**config.mk**
```make
export PLATFORM = sky130hd
export DESIGN_NAME = dual_ring_fifo_with_transfer
export DESIGN_NICKNAME = d
export VERILOG_FILES = /design/src/rtl/drf_pkg.sv /design/src/rtl/drf_ctrl.sv /design/src/rtl/drf_datapath.sv /design/src/rtl/dual_ring_fifo_with_transfer.sv
export SDC_FILE = /design/constraint.sdc
export NUM_CORES = 1
export LEC_CHECK = 0
export BUFFER_PORTS_ARGS = -buffer_cell sky130_fd_sc_hd__buf_2
export CAP_MARGIN = 15
export CORE_MARGIN = 8
export CORE_UTILIZATION = 45
export CTS_CLUSTER_DIAMETER = 120
export DETAILED_ROUTE_END_ITERATION = 10
export PLACE_DENSITY_LB_ADDON = 0.12
export REMOVE_ABC_BUFFERS = 1
export SYNTH_ARGS = -nofsm -noshare
export SYNTH_HDL_FRONTEND = slang
export SYNTH_SLANG_ARGS = --single-unit
```
**constraint.sdc**
```tcl
create_clock -name clk -period 5.25 [get_ports clk]
set_input_delay 0 -clock clk [delete_from_list [all_inputs] [get_ports clk]]
set_output_delay 0 -clock clk [all_outputs]
set_load 0.02 [all_outputs]
```
**src/rtl/drf_pkg.sv**
```systemverilog
// ----------------------------------------------------------------------------
// drf_pkg
// shared types and constants of the dual ring fifo with transfer
// ----------------------------------------------------------------------------
package drf_pkg;

    localparam int CFG_W    = 5;   // capacity register
    localparam int VALUE_W  = 32;  // write_value / read_value
    localparam int COUNT_W  = 8;   // move count
    localparam int ACTION_W = 2;

    typedef enum logic [ACTION_W-1:0] {
        ACT_INSERT  = 2'd0,
        ACT_EXTRACT = 2'd1,
        ACT_MOVE    = 2'd2,
        ACT_NONE    = 2'd3
    } action_t;

    // controller -> datapath
    typedef struct packed {
        logic latch;     // capture the incoming item
        logic push;      // insert into the selected buffer
        logic pop;       // extract from the selected buffer
        logic xfer_rd;   // move: pop the source
        logic xfer_wr;   // move: push the popped value into the other buffer
        logic fail;      // action failed, clear ok
        logic load_out;  // load the result register
    } cmd_t;

    // datapath -> controller
    typedef struct packed {
        action_t action;
        logic    src_empty;
        logic    src_full;
        logic    dst_full;
        logic    rem_zero;
    } status_t;

endpackage

```
**src/rtl/drf_ctrl.sv**
```systemverilog
// ----------------------------------------------------------------------------
// drf_ctrl
// sequencer for insert, extract and move, plus the result handshake
// ----------------------------------------------------------------------------
module drf_ctrl (
    input  logic             clk,
    input  logic             rst_n,
    input  logic             in_valid,
    output logic             in_ready,
    output logic             out_valid,
    input  logic             out_ready,
    input  drf_pkg::status_t status,
    output drf_pkg::cmd_t    cmd
);
    import drf_pkg::*;

    typedef enum logic [1:0] {
        ST_IDLE,
        ST_EXEC,
        ST_MOVE_WR,
        ST_RESULT
    } state_t;

    state_t state_reg, state_next;
    logic   out_valid_reg, out_valid_next;
    logic   out_free;

    assign out_valid = out_valid_reg;
    assign out_free  = !out_valid_reg || out_ready;

    always_comb
    begin
        state_next     = state_reg;
        out_valid_next = out_valid_reg;
        cmd            = '0;
        in_ready       = 1'b0;
        if (out_valid_reg && out_ready)
        begin
            out_valid_next = 1'b0;
        end
        unique case (state_reg)
            ST_IDLE:
            begin
                in_ready = 1'b1;
                if (in_valid)
                begin
                    cmd.latch  = 1'b1;
                    state_next = ST_EXEC;
                end
            end
            ST_EXEC:
            begin
                state_next = ST_RESULT;
                unique case (status.action)
                    ACT_INSERT:
                    begin
                        if (status.src_full)
                        begin
                            cmd.fail = 1'b1;
                        end
                        else
                        begin
                            cmd.push = 1'b1;
                        end
                    end
                    ACT_EXTRACT:
                    begin
                        if (status.src_empty)
                        begin
                            cmd.fail = 1'b1;
                        end
                        else
                        begin
                            cmd.pop = 1'b1;
                        end
                    end
                    ACT_MOVE:
                    begin
                        priority if (status.rem_zero)
                        begin
                            state_next = ST_RESULT;
                        end
                        else if (status.src_empty || status.dst_full)
                        begin
                            cmd.fail = 1'b1;
                        end
                        else
                        begin
                            cmd.xfer_rd = 1'b1;
                            state_next  = ST_MOVE_WR;
                        end
                    end
                    ACT_NONE:
                    begin
                        state_next = ST_RESULT;
                    end
                endcase
            end
            ST_MOVE_WR:
            begin
                cmd.xfer_wr = 1'b1;
                state_next  = ST_EXEC;
            end
            ST_RESULT:
            begin
                if (out_free)
                begin
                    cmd.load_out   = 1'b1;
                    out_valid_next = 1'b1;
                    in_ready       = 1'b1;
                    if (in_valid)
                    begin
                        cmd.latch  = 1'b1;
                        state_next = ST_EXEC;
                    end
                    else
                    begin
                        state_next = ST_IDLE;
                    end
                end
            end
        endcase
    end

    always_ff @(posedge clk or negedge rst_n)
    begin
        if (!rst_n)
        begin
            state_reg     <= ST_IDLE;
            out_valid_reg <= 1'b0;
        end
        else
        begin
            state_reg     <= state_next;
            out_valid_reg <= out_valid_next;
        end
    end

endmodule

```
**src/rtl/drf_datapath.sv**
```systemverilog
// ----------------------------------------------------------------------------
// drf_datapath
// two ring stores with pointers, fill counts, capacity and result register
// ----------------------------------------------------------------------------
module drf_datapath #(
    parameter int MAX_DEPTH  = 16,
    parameter int DATA_WIDTH = 32
) (
    input  logic                        clk,
    input  logic                        rst_n,
    input  logic                        cfg_valid,
    input  logic [drf_pkg::CFG_W-1:0]   cfg_data,
    input  logic [drf_pkg::ACTION_W-1:0] in_action,
    input  logic                        in_sel,
    input  logic [drf_pkg::VALUE_W-1:0] in_value,
    input  logic [drf_pkg::COUNT_W-1:0] in_count,
    input  drf_pkg::cmd_t               cmd,
    output drf_pkg::status_t            status,
    output logic                        out_ok,
    output logic [drf_pkg::VALUE_W-1:0] out_value,
    output logic                        out_full,
    output logic                        out_empty
);
    import drf_pkg::*;

    localparam int PTR_W = (MAX_DEPTH > 1) ? $clog2(MAX_DEPTH) : 1;
    localparam int CNT_W = $clog2(MAX_DEPTH + 1);
    localparam int CAP_W = (CNT_W > CFG_W) ? CNT_W : CFG_W;
    localparam logic [CAP_W-1:0] MAX_CAP = CAP_W'(MAX_DEPTH);

    logic [DATA_WIDTH-1:0] store_a [MAX_DEPTH];
    logic [DATA_WIDTH-1:0] store_b [MAX_DEPTH];
    logic [DATA_WIDTH-1:0] rd_a_reg, rd_b_reg;

    logic [CAP_W-1:0] cap_reg, cap_next;
    logic [PTR_W-1:0] wr_ptr_reg [2];
    logic [PTR_W-1:0] wr_ptr_next [2];
    logic [PTR_W-1:0] rd_ptr_reg [2];
    logic [PTR_W-1:0] rd_ptr_next [2];
    logic [CNT_W-1:0] fill_reg [2];
    logic [CNT_W-1:0] fill_next [2];
    logic             full_b [2];
    logic             empty_b [2];

    action_t              act_reg;
    logic                 sel_reg;
    logic [VALUE_W-1:0]   wval_reg;
    logic [COUNT_W-1:0]   rem_reg;
    logic                 ok_reg;

    logic [DATA_WIDTH-1:0] src_rd;
    logic [DATA_WIDTH-1:0] wr_data;
    logic [PTR_W-1:0]      src_rd_ptr, dst_wr_ptr;
    logic                  wr_a, wr_b, rd_a, rd_b;

    // next slot of a ring, wrapping at the configured capacity
    function automatic logic [PTR_W-1:0] ptr_adv(input logic [PTR_W-1:0] p,
                                                 input logic [CAP_W-1:0] cap);
        logic [CAP_W-1:0] n;
        n = CAP_W'(p) + CAP_W'(1);
        return (n >= cap) ? '0 : PTR_W'(n);
    endfunction

    always_comb
    begin
        for (int b = 0; b < 2; b++)
        begin
            full_b[b]  = CAP_W'(fill_reg[b]) >= cap_reg;
            empty_b[b] = fill_reg[b] == '0;
        end
    end

    assign status.action    = act_reg;
    assign status.src_empty = sel_reg ? empty_b[1] : empty_b[0];
    assign status.src_full  = sel_reg ? full_b[1] : full_b[0];
    assign status.dst_full  = sel_reg ? full_b[0] : full_b[1];
    assign status.rem_zero  = rem_reg == '0;

    // capacity write clamps to 1..MAX_DEPTH
    always_comb
    begin
        cap_next = CAP_W'(cfg_data);
        priority if (cap_next == '0)
        begin
            cap_next = CAP_W'(1);
        end
        else if (cap_next > MAX_CAP)
        begin
            cap_next = MAX_CAP;
        end
    end

    // pointer and fill count updates, buffer b is source when sel matches
    always_comb
    begin
        for (int b = 0; b < 2; b++)
        begin
            logic is_src, do_push, do_pop;
            is_src  = sel_reg == b[0];
            do_push = (cmd.push && is_src) || (cmd.xfer_wr && !is_src);
            do_pop  = (cmd.pop || cmd.xfer_rd) && is_src;
            wr_ptr_next[b] = do_push ? ptr_adv(wr_ptr_reg[b], cap_reg) : wr_ptr_reg[b];
            rd_ptr_next[b] = do_pop ? ptr_adv(rd_ptr_reg[b], cap_reg) : rd_ptr_reg[b];
            fill_next[b]   = fill_reg[b];
            if (do_push)
            begin
                fill_next[b] = fill_reg[b] + CNT_W'(1);
            end
            else if (do_pop)
            begin
                fill_next[b] = fill_reg[b] - CNT_W'(1);
            end
        end
    end

    always_ff @(posedge clk or negedge rst_n)
    begin
        if (!rst_n)
        begin
            cap_reg <= CAP_W'(1);
            for (int b = 0; b < 2; b++)
            begin
                wr_ptr_reg[b] <= '0;
                rd_ptr_reg[b] <= '0;
                fill_reg[b]   <= '0;
            end
        end
        else if (cfg_valid)
        begin
            cap_reg <= cap_next;
            for (int b = 0; b < 2; b++)
            begin
                wr_ptr_reg[b] <= '0;
                rd_ptr_reg[b] <= '0;
                fill_reg[b]   <= '0;
            end
        end
        else
        begin
            for (int b = 0; b < 2; b++)
            begin
                wr_ptr_reg[b] <= wr_ptr_next[b];
                rd_ptr_reg[b] <= rd_ptr_next[b];
                fill_reg[b]   <= fill_next[b];
            end
        end
    end

    // item capture and ok flag
    always_ff @(posedge clk or negedge rst_n)
    begin
        if (!rst_n)
        begin
            ok_reg <= 1'b0;
        end
        else if (cmd.latch)
        begin
            ok_reg <= action_t'(in_action) != ACT_NONE;
        end
        else if (cmd.fail)
        begin
            ok_reg <= 1'b0;
        end
    end

    always_ff @(posedge clk)
    begin
        if (cmd.latch)
        begin
            act_reg  <= action_t'(in_action);
            sel_reg  <= in_sel;
            wval_reg <= in_value;
            rem_reg  <= in_count;
        end
        else if (cmd.xfer_wr)
        begin
            rem_reg <= rem_reg - COUNT_W'(1);
        end
    end

    // ring stores, one write and one registered read each
    assign src_rd     = sel_reg ? rd_b_reg : rd_a_reg;
    assign src_rd_ptr = sel_reg ? rd_ptr_reg[1] : rd_ptr_reg[0];
    assign dst_wr_ptr = (cmd.xfer_wr ^ sel_reg) ? wr_ptr_reg[1] : wr_ptr_reg[0];
    assign wr_data    = cmd.xfer_wr ? src_rd : DATA_WIDTH'(wval_reg);
    assign wr_a       = (cmd.push && !sel_reg) || (cmd.xfer_wr && sel_reg);
    assign wr_b       = (cmd.push && sel_reg) || (cmd.xfer_wr && !sel_reg);
    assign rd_a       = (cmd.pop || cmd.xfer_rd) && !sel_reg;
    assign rd_b       = (cmd.pop || cmd.xfer_rd) && sel_reg;

    always_ff @(posedge clk)
    begin
        if (wr_a)
        begin
            store_a[dst_wr_ptr] <= wr_data;
        end
        if (rd_a)
        begin
            rd_a_reg <= store_a[src_rd_ptr];
        end
    end

    always_ff @(posedge clk)
    begin
        if (wr_b)
        begin
            store_b[dst_wr_ptr] <= wr_data;
        end
        if (rd_b)
        begin
            rd_b_reg <= store_b[src_rd_ptr];
        end
    end

    // result register
    always_ff @(posedge clk)
    begin
        if (cmd.load_out)
        begin
            out_ok    <= ok_reg;
            out_value <= (act_reg == ACT_EXTRACT && ok_reg) ? VALUE_W'(src_rd) : '0;
            out_full  <= status.src_full;
            out_empty <= status.src_empty;
        end
    end

endmodule

```
**src/rtl/dual_ring_fifo_with_transfer.sv**
```systemverilog
// ----------------------------------------------------------------------------
// dual_ring_fifo_with_transfer
// two ring fifos sharing one capacity, with insert, extract and move actions
// ----------------------------------------------------------------------------
// Each input transfer picks a buffer (tuser bit 2) and an action (tuser bits
// 1:0): insert pushes tdata[31:0] unless the buffer is full, extract pops the
// oldest value unless it is empty, move shifts up to tdata[39:32] values one
// by one into the other buffer and stops with ok low at the first empty
// source or full destination, leaving values already moved in place. Every
// input transfer gives exactly one output transfer with ok, the popped value
// and the full and empty flags of the selected buffer after the action.
// A move handles its values one at a time: each is one registered read of the
// source store followed by one write of the destination store. The next
// item is taken while a result still waits in the output register. Writing
// capacity (clamped to 1..MAX_DEPTH) empties both buffers; the user must only
// do it while the block is idle, which the block itself does not enforce.
// ----------------------------------------------------------------------------
module dual_ring_fifo_with_transfer #(
    parameter int MAX_DEPTH  = 16,
    parameter int DATA_WIDTH = 32
) (
    input  logic        clk,
    input  logic        rst_n,
    // configuration: capacity
    input  logic        cfg_valid,
    output logic        cfg_ready,
    input  logic [4:0]  cfg_data,
    // input items
    input  logic        s_axis_tvalid,
    output logic        s_axis_tready,
    input  logic [39:0] s_axis_tdata,   // write_value[31:0], count[39:32]
    input  logic [2:0]  s_axis_tuser,   // action[1:0], buffer_sel[2]
    // results
    output logic        m_axis_tvalid,
    input  logic        m_axis_tready,
    output logic [31:0] m_axis_tdata,   // read_value[31:0]
    output logic [2:0]  m_axis_tuser    // ok[0], is_full[1], is_empty[2]
);
    import drf_pkg::*;

    cmd_t    cmd;
    status_t status;

    logic                out_ok, out_full, out_empty;
    logic [VALUE_W-1:0]  out_value;

    // capacity writes are always taken
    assign cfg_ready = 1'b1;

    drf_ctrl u_ctrl (
        .clk       (clk),
        .rst_n     (rst_n),
        .in_valid  (s_axis_tvalid),
        .in_ready  (s_axis_tready),
        .out_valid (m_axis_tvalid),
        .out_ready (m_axis_tready),
        .status    (status),
        .cmd       (cmd)
    );

    drf_datapath #(
        .MAX_DEPTH  (MAX_DEPTH),
        .DATA_WIDTH (DATA_WIDTH)
    ) u_datapath (
        .clk       (clk),
        .rst_n     (rst_n),
        .cfg_valid (cfg_valid),
        .cfg_data  (cfg_data),
        .in_action (s_axis_tuser[1:0]),
        .in_sel    (s_axis_tuser[2]),
        .in_value  (s_axis_tdata[31:0]),
        .in_count  (s_axis_tdata[39:32]),
        .cmd       (cmd),
        .status    (status),
        .out_ok    (out_ok),
        .out_value (out_value),
        .out_full  (out_full),
        .out_empty (out_empty)
    );

    // result packing
    assign m_axis_tdata = out_value;
    assign m_axis_tuser = {out_empty, out_full, out_ok};

    // never push into a full buffer
    a_push_not_full: assert property (@(posedge clk) disable iff (!rst_n)
        cmd.push |-> !status.src_full)
        else $error("push issued into a full buffer");

    // a move step only starts with a value to take and room to put it
    a_move_room: assert property (@(posedge clk) disable iff (!rst_n)
        cmd.xfer_rd |-> (!status.src_empty && !status.dst_full))
        else $error("move step started without source data or destination room");

    // a waiting result is never overwritten
    a_no_result_overrun: assert property (@(posedge clk) disable iff (!rst_n)
        cmd.load_out |-> (!m_axis_tvalid || m_axis_tready))
        else $error("result register loaded while a result was waiting");

    // after a capacity write the source is empty and the destination is not full
    a_cfg_clears: assert property (@(posedge clk) disable iff (!rst_n)
        (cfg_valid && cfg_ready) |=> (status.src_empty && !status.dst_full))
        else $error("buffers not empty after capacity write");

endmodule

```
* Yosys cells after proc, flatten, opt, wreduce, memory -nomap -nowiden *
Memory sizes are Yosys's and may differ from the RTL's. A register that Yosys moved wholly into a read port is not among the register bits.
Index checks and enable logic that the tools add are counted.

storage, ports and cells
  word-level logic and storage cells = 142
  memory bits (writable) = 1024
  input bits = 53
  output and inout bits = 38
  memories kept = 2
  flip-flop bits (word level) = 113

operators by class
  add/subtract/negate cells = 9
  mux-type cells = 63
  equal/unequal tests = 8
  $lt $le $gt $ge = 7
  reduce and logical (&&, ||, !) cells = 33
  bitwise operators = 2

memory list
  name                words  width  read ports  clocked after memory_dff  write ports  line                text
  u_datapath.store_a  16     32     1           1                         1            drf_datapath.sv:31  logic [DATA_WIDTH-1:0] store_a [MAX_DEPTH];
  u_datapath.store_b  16     32     1           1                         1            drf_datapath.sv:32  logic [DATA_WIDTH-1:0] store_b [MAX_DEPTH];

operator list
  cell                                                                 number
  32-bit two-way mux                                                   2
  4-bit two-way mux                                                    10
  1-bit two-way mux                                                    32
  8-bit two-way mux                                                    4
  5-bit greater-or-equal comparator                                    6
  5-bit two-way mux                                                    6
  4-bit by 1-bit adder with 5-bit output (second input constant)       4
  5-bit zero test                                                      3
  2-bit nonzero test                                                   6
  5-bit by 1-bit adder with 5-bit output (second input constant)       2
  1-bit logical AND                                                    10
  10-bit two-way mux                                                   1
  5-bit by 1-bit subtractor with 5-bit output (second input constant)  2
  8-bit zero test                                                      1
  2-bit one-hot mux with 4 select lines                                1
  8-bit by 1-bit subtractor with 8-bit output (second input constant)  1
  2-bit == test (second input constant)                                3
  1-bit logical OR                                                     6
  2-bit two-way mux                                                    3
  3-bit nonzero test                                                   2
  5-bit > comparator (second input constant)                           1
  2-bit by 1-bit == test with 1-bit output (second input constant)     2
  2-bit zero test                                                      2
  2-bit != test (second input constant)                                2
  8 further kinds                                                      10

* Logic depth before layout (Yosys ltp) *
  word-level depth = 12
  depth in mapped cells = 15
  mapped depth without buffers = 14

* By module *
A second synthesis with hierarchy kept.

unflattened totals
  cells, all modules = 2667
  area, all modules = 47082.7 µm²

by module, submodules not included
  module                        cells an instance  area an instance (µm²)  instances  sequential area each (µm²)
  drf_datapath                  2628               46744.8                 1          35815.6
  drf_ctrl                      34                 304.0                   1          75.1
  dual_ring_fifo_with_transfer  5                  33.8                    1          0.0

* Least setup slack after synthesis *
No wires, ideal clock.

  path kind = register to register
  start = reg u_datapath.cap_reg[0]
  end = mem u_datapath.store_a[12][0] (enable)
  required time = 4.829 ns
  setup time = 0.421 ns
  clock period less this slack = 3.734 ns
  setup slack = 1.516 ns
  data arrival time = 3.313 ns
  cell stages (with the launch flop) = 9
  path buffers = 1
  cells stage by stage = dfstp_2 ha_1 nor2b_1 o21ai_0 a311o_1 nand2_1 buf_1 nand2_1 nor2_1

on the way
  longest elaborated chain between the ends = 9
  elaborated cells on any way between the ends = 10
  those cells by class = order compare (2); mux (6); reduce/logical (2)

ends and longest elaborated chain
  element                                    line                 text
  start, declared                            drf_datapath.sv:35   logic [CAP_W-1:0] cap_reg, cap_next;
  start signal, assigned                     drf_datapath.sv:130  cap_reg <= cap_next;
  5-bit greater-or-equal comparator          drf_datapath.sv:68   full_b[b] = CAP_W'(fill_reg[b]) >= cap_reg;
  1-bit two-way mux *                        drf_datapath.sv:75   assign status.src_full = sel_reg ? full_b[1] : full_b[0];
  1-bit two-way mux *                        drf_ctrl.sv:57       if (status.src_full)
  1-bit two-way mux *                        drf_ctrl.sv:54       unique case (status.action)
  3-bit two-way mux *                        drf_ctrl.sv:41       unique case (state_reg)
  1-bit logical AND *                        drf_datapath.sv:186  assign wr_a = (cmd.push && !sel_reg) || (cmd.xfer_wr && sel_reg);
  1-bit logical OR *                         drf_datapath.sv:186
  1-bit two-way mux *                        drf_datapath.sv:193  if (wr_a)
  1-bit two-way mux (not written as such) *  drf_datapath.sv:195  store_a[dst_wr_ptr] <= wr_data;
  end, declared                              drf_datapath.sv:31

Mark *: on every way between the ends. The rest lies on a longest branch, timed or not.

* Final worst setup path *
  start = reg u_datapath.cap_reg[2]
  end = mem u_datapath.store_a[5][30] (enable)

The elaborated chain is that of the path after synthesis.

==> flow_summary.json <==
{
  "detail_route.wl_per_cell_um": 28.2,
  "commonest_non_fill_non_tap_cell_in_the_layout": "sky130_fd_sc_hd__edfxtp_1",
  "place_worst_setup_slack_ps": 1340,
  "numPortBuffers": 89,
  "tightestPinTransition_ps": 1140,
  "pin_count": 91,
  "timing.final.ws_setup_ps": 1390,
  "worstPathMaxFanout": 25,
  "starting_drt_drc_count": 2079,
  "crit_type": "reg -> reg",
  "multi_input_area_um2": 11300,
  "vias_per_cell": 5.76,
  "synth.ff_latch_count": 1201,
  "fmax_mhz": 259,
  "fin_cells": 4217,
  "die_height_um": 340,
  "via_count": 24300,
  "critical_path_required_ps": 5660,
  "timing.critical_path.to_type": "register",
  "final_nets": 2832,
  "first_global_vias": 25500,
  "timing.clock.skew_ps": 35.1,
  "synthCells": 2430,
  "grt-busiest-layer": "met2",
  "worst_setup_hold_path_clk_slew_ps": 60,
  "seq_area_um2": 35900,
  "cts_buffers": 130,
  "reg2reg_start": "u_datapath.cap_reg[2]$_DFFE_PN0P_",
  "grt_max_degree": 81,
  "layout-drive-gt1-share_pct": 25.4,
  "area_growth_synth_to_finish_pct": 17.2,
  "ant_nets": 0,
  "design.core.area_um2": 105000,
  "worstHoldStart": "s_axis_tdata[23]",
  "synth_seq_area_share_pct": 75.8,
  "worstSkewPairLatency_ps": 720,
  "timing_hold_violations_final": 0,
  "p_leak_nw": 18.5,
  "cts_tree": "done",
  "grt_use_met3_pct": 3.78,
  "drt-total-wl_um": 119000,
  "cts.path.max_buffers": 3,
  "critical_path_arrival_ps": 4270,
  "use_met1_pct": 29.7,
  "synth-main-ff-cell": "sky130_fd_sc_hd__edfxtp_1",
  "gr-usage-met2_pct": 31.7,
  "cts.htree.levels": 4,
  "floorplan.initialDensity_pct": 45.2,
  "post-dp-hpwl_um": 70500,
  "fill_cell_count": 8253,
  "origin_of_the_worst_setup_path": "u_datapath.cap_reg[2]$_DFFE_PN0P_",
  "cts_num_sinks": 1201,
  "timing.final.setup_violations": 0,
  "grt_antenna_before_repair": 2,
  "mappedNetlistArea_um2": 47400,
  "gpl_congestion": 0.789,
  "vdd_ir_drop_max_v": 0.000371,
  "minimum_period_implied_by_the_final_worst_setup_slack_ps": 3860,
  "synth.lib_cells_used.distinct": 56,
  "post-place-cells": 3890,
  "timing.max_slew.rel_slack_pct": 23.5,
  "largest_registers_ranked_by_flip_flop_count": "u_datapath.store_a (512), u_datapath.store_b (512)",
  "synth-edff-count": 1166,
  "global_route_wire_length_before_repair_um": 175000,
  "post-route-drc-count": 0,
  "grt_overflow": 0,
  "crit_path_start_kind": "register",
  "yosysWarningCount": 0,
  "clockRootBuffer": "sky130_fd_sc_hd__clkbuf_16",
  "fin_crit_sh_pct": 73.5,
  "die_w_um": 340,
  "cts_post_setup_buffers_inserted": 0,
  "stdcell_area_um2": 55500,
  "synthesis.area_per_instance_um2": 19.5,
  "std_cell_rows": 119,
  "fin_hold_ws_ps": 62.8,
  "drt_pre_antenna_iters": 5,
  "max_cap_violations": 0,
  "track_usage_pct": 20.4,
  "post_dp_cell_area_um2": 50400,
  "grt_setup_unrepaired": "no",
  "layout.cells.most_common_list": "1166 x sky130_fd_sc_hd__edfxtp_1, 256 x sky130_fd_sc_hd__mux4_2, 172 x sky130_fd_sc_hd__nand2_1, 132 x sky130_fd_sc_hd__clkbuf_16, 99 x sky130_fd_sc_hd__buf_4",
  "fp.dieArea_um2": 116000,
  "final_max_slew_viol_count": 0,
  "power.density_nw_per_um2": 450,
  "hold_path.class": "in -> reg",
  "status": "finished clean",
  "ys_async_sr_fraction_pct": 2.91
}
==> area by class of cell <==
| class | instances | area share, % |
|---|---|---|
| flip-flops and latches | 1201 | 64.7 |
| multi-input cells | 1073 | 20.3 |
| inverters | 25 | 0.169 |
| well taps | 1391 | 3.14 |
| clock buffers | 155 | 6.15 |
| diodes | 1 | 0.00451 |
| repair buffers | 299 | 4.45 |
| clock inverters | 72 | 1.08 |
==> power breakdown <==
group          leakage [nW]  internal (mW)  switching, mW
clock network          1.97           5.06           3.64
logic                  5.59           1.29           2.78
registers              11.0           11.9          0.240
total                  18.5           18.3           6.67
==> synth_stat cells, types with 3 or more instances <==
master                     count  area (um^2)
sky130_fd_sc_hd__ha_1         47          588
sky130_fd_sc_hd__dfrtp_1      34          851
sky130_fd_sc_hd__mux4_2      256         5770
sky130_fd_sc_hd__a211oi_1     67          503
sky130_fd_sc_hd__or3_1         3         18.8
sky130_fd_sc_hd__xnor2_1      10         87.6
sky130_fd_sc_hd__o21ai_0      28          140
sky130_fd_sc_hd__mux2i_1      45          450
sky130_fd_sc_hd__xor2_1        9         78.8
sky130_fd_sc_hd__buf_4        24          180
sky130_fd_sc_hd__clkbuf_1     69          259
sky130_fd_sc_hd__nand2b_1      9         56.3
sky130_fd_sc_hd__a21oi_1      60          300
sky130_fd_sc_hd__nor2_1      126          473
sky130_fd_sc_hd__and3_1        5         31.3
sky130_fd_sc_hd__buf_2        33          165
sky130_fd_sc_hd__a31oi_1      73          457
sky130_fd_sc_hd__a21o_1        7         52.6
sky130_fd_sc_hd__inv_1        22         82.6
sky130_fd_sc_hd__nand2_1     172          646
sky130_fd_sc_hd__o31ai_1       4         30.0
sky130_fd_sc_hd__edfxtp_1   1166        35000
sky130_fd_sc_hd__and2_1       66          413
sky130_fd_sc_hd__nor2b_1       8         50.1
sky130_fd_sc_hd__nand3_1      15         75.1
sky130_fd_sc_hd__buf_1         4         15.0
sky130_fd_sc_hd__nor3_1       11         55.1
sky130_fd_sc_hd__nor3b_1       6         45.0
sky130_fd_sc_hd__nand3b_1     12         90.1
sky130_fd_sc_hd__nand4_1       4         25.0
==> per-stage QoR <==
stage	total power, mW	setup TNS (ps)	utilization [%]
6_report	24.9	0	52.9
5_1_grt	25.8	0	52.9
4_1_cts	25.2	0	52.9
3_5_place_dp	16.4	0	48.1
3_3_place_gp	16.3	0	48.1
2_1_floorplan	15.0	-1395370	-
==> path summary, 6_finish.rpt <==
check	endpoint	slack [ps]	cells past startpoint
worst max-delay path	u_datapath.store_a[5][30]$_DFFE_PP_	1390	9
worst min-delay path	u_datapath.wval_reg[23]$_DFFE_PP_	60	2
worst max register to register	u_datapath.store_a[5][30]$_DFFE_PP_	1390	9
worst min register to register	u_datapath.out_ok$_DFFE_PP_	500	0
max in group asynchronous	u_datapath.rd_ptr_reg[1]$_DFFE_PN0P_	4620	4
min in group asynchronous	u_datapath.cap_reg[0]$_DFFE_PN1P_	410	3
==> per-layer routing <==
metal	wire (um)	vias up
li1	-	10400
met1	54500	13000
met2	55000	709
met3	6710	152
met4	2660	0
met5	0	-
==> repair_timing <==
item                      CTS  global route
hold buffers               96             0
resized for setup           0             0
hold endpoints to repair  111             0
==> kinds of logic after synthesis <==
family	synth area share, %
DFF	75.8
and+or+nand+nor	4.38
muxes	13.2
AOI/OAI and AO/OA	3.44
buffers and inverters	1.53
adders and majority gates	1.33
xor gates and xnor gates	0.351
other	0.00792
==> worst max-delay path, cell delays in order (launching register included) <==
cell and delay, ps:
sky130_fd_sc_hd__dfrtp_1 360, sky130_fd_sc_hd__inv_1 210, sky130_fd_sc_hd__ha_1 300, sky130_fd_sc_hd__a21oi_1 140, sky130_fd_sc_hd__o21ai_0 160, sky130_fd_sc_hd__a311o_1 390
sky130_fd_sc_hd__nand2_1 390, sky130_fd_sc_hd__nand2_1 380, sky130_fd_sc_hd__nor2_4 860, sky130_fd_sc_hd__buf_4 330
Power figures use the tool's default switching activity.
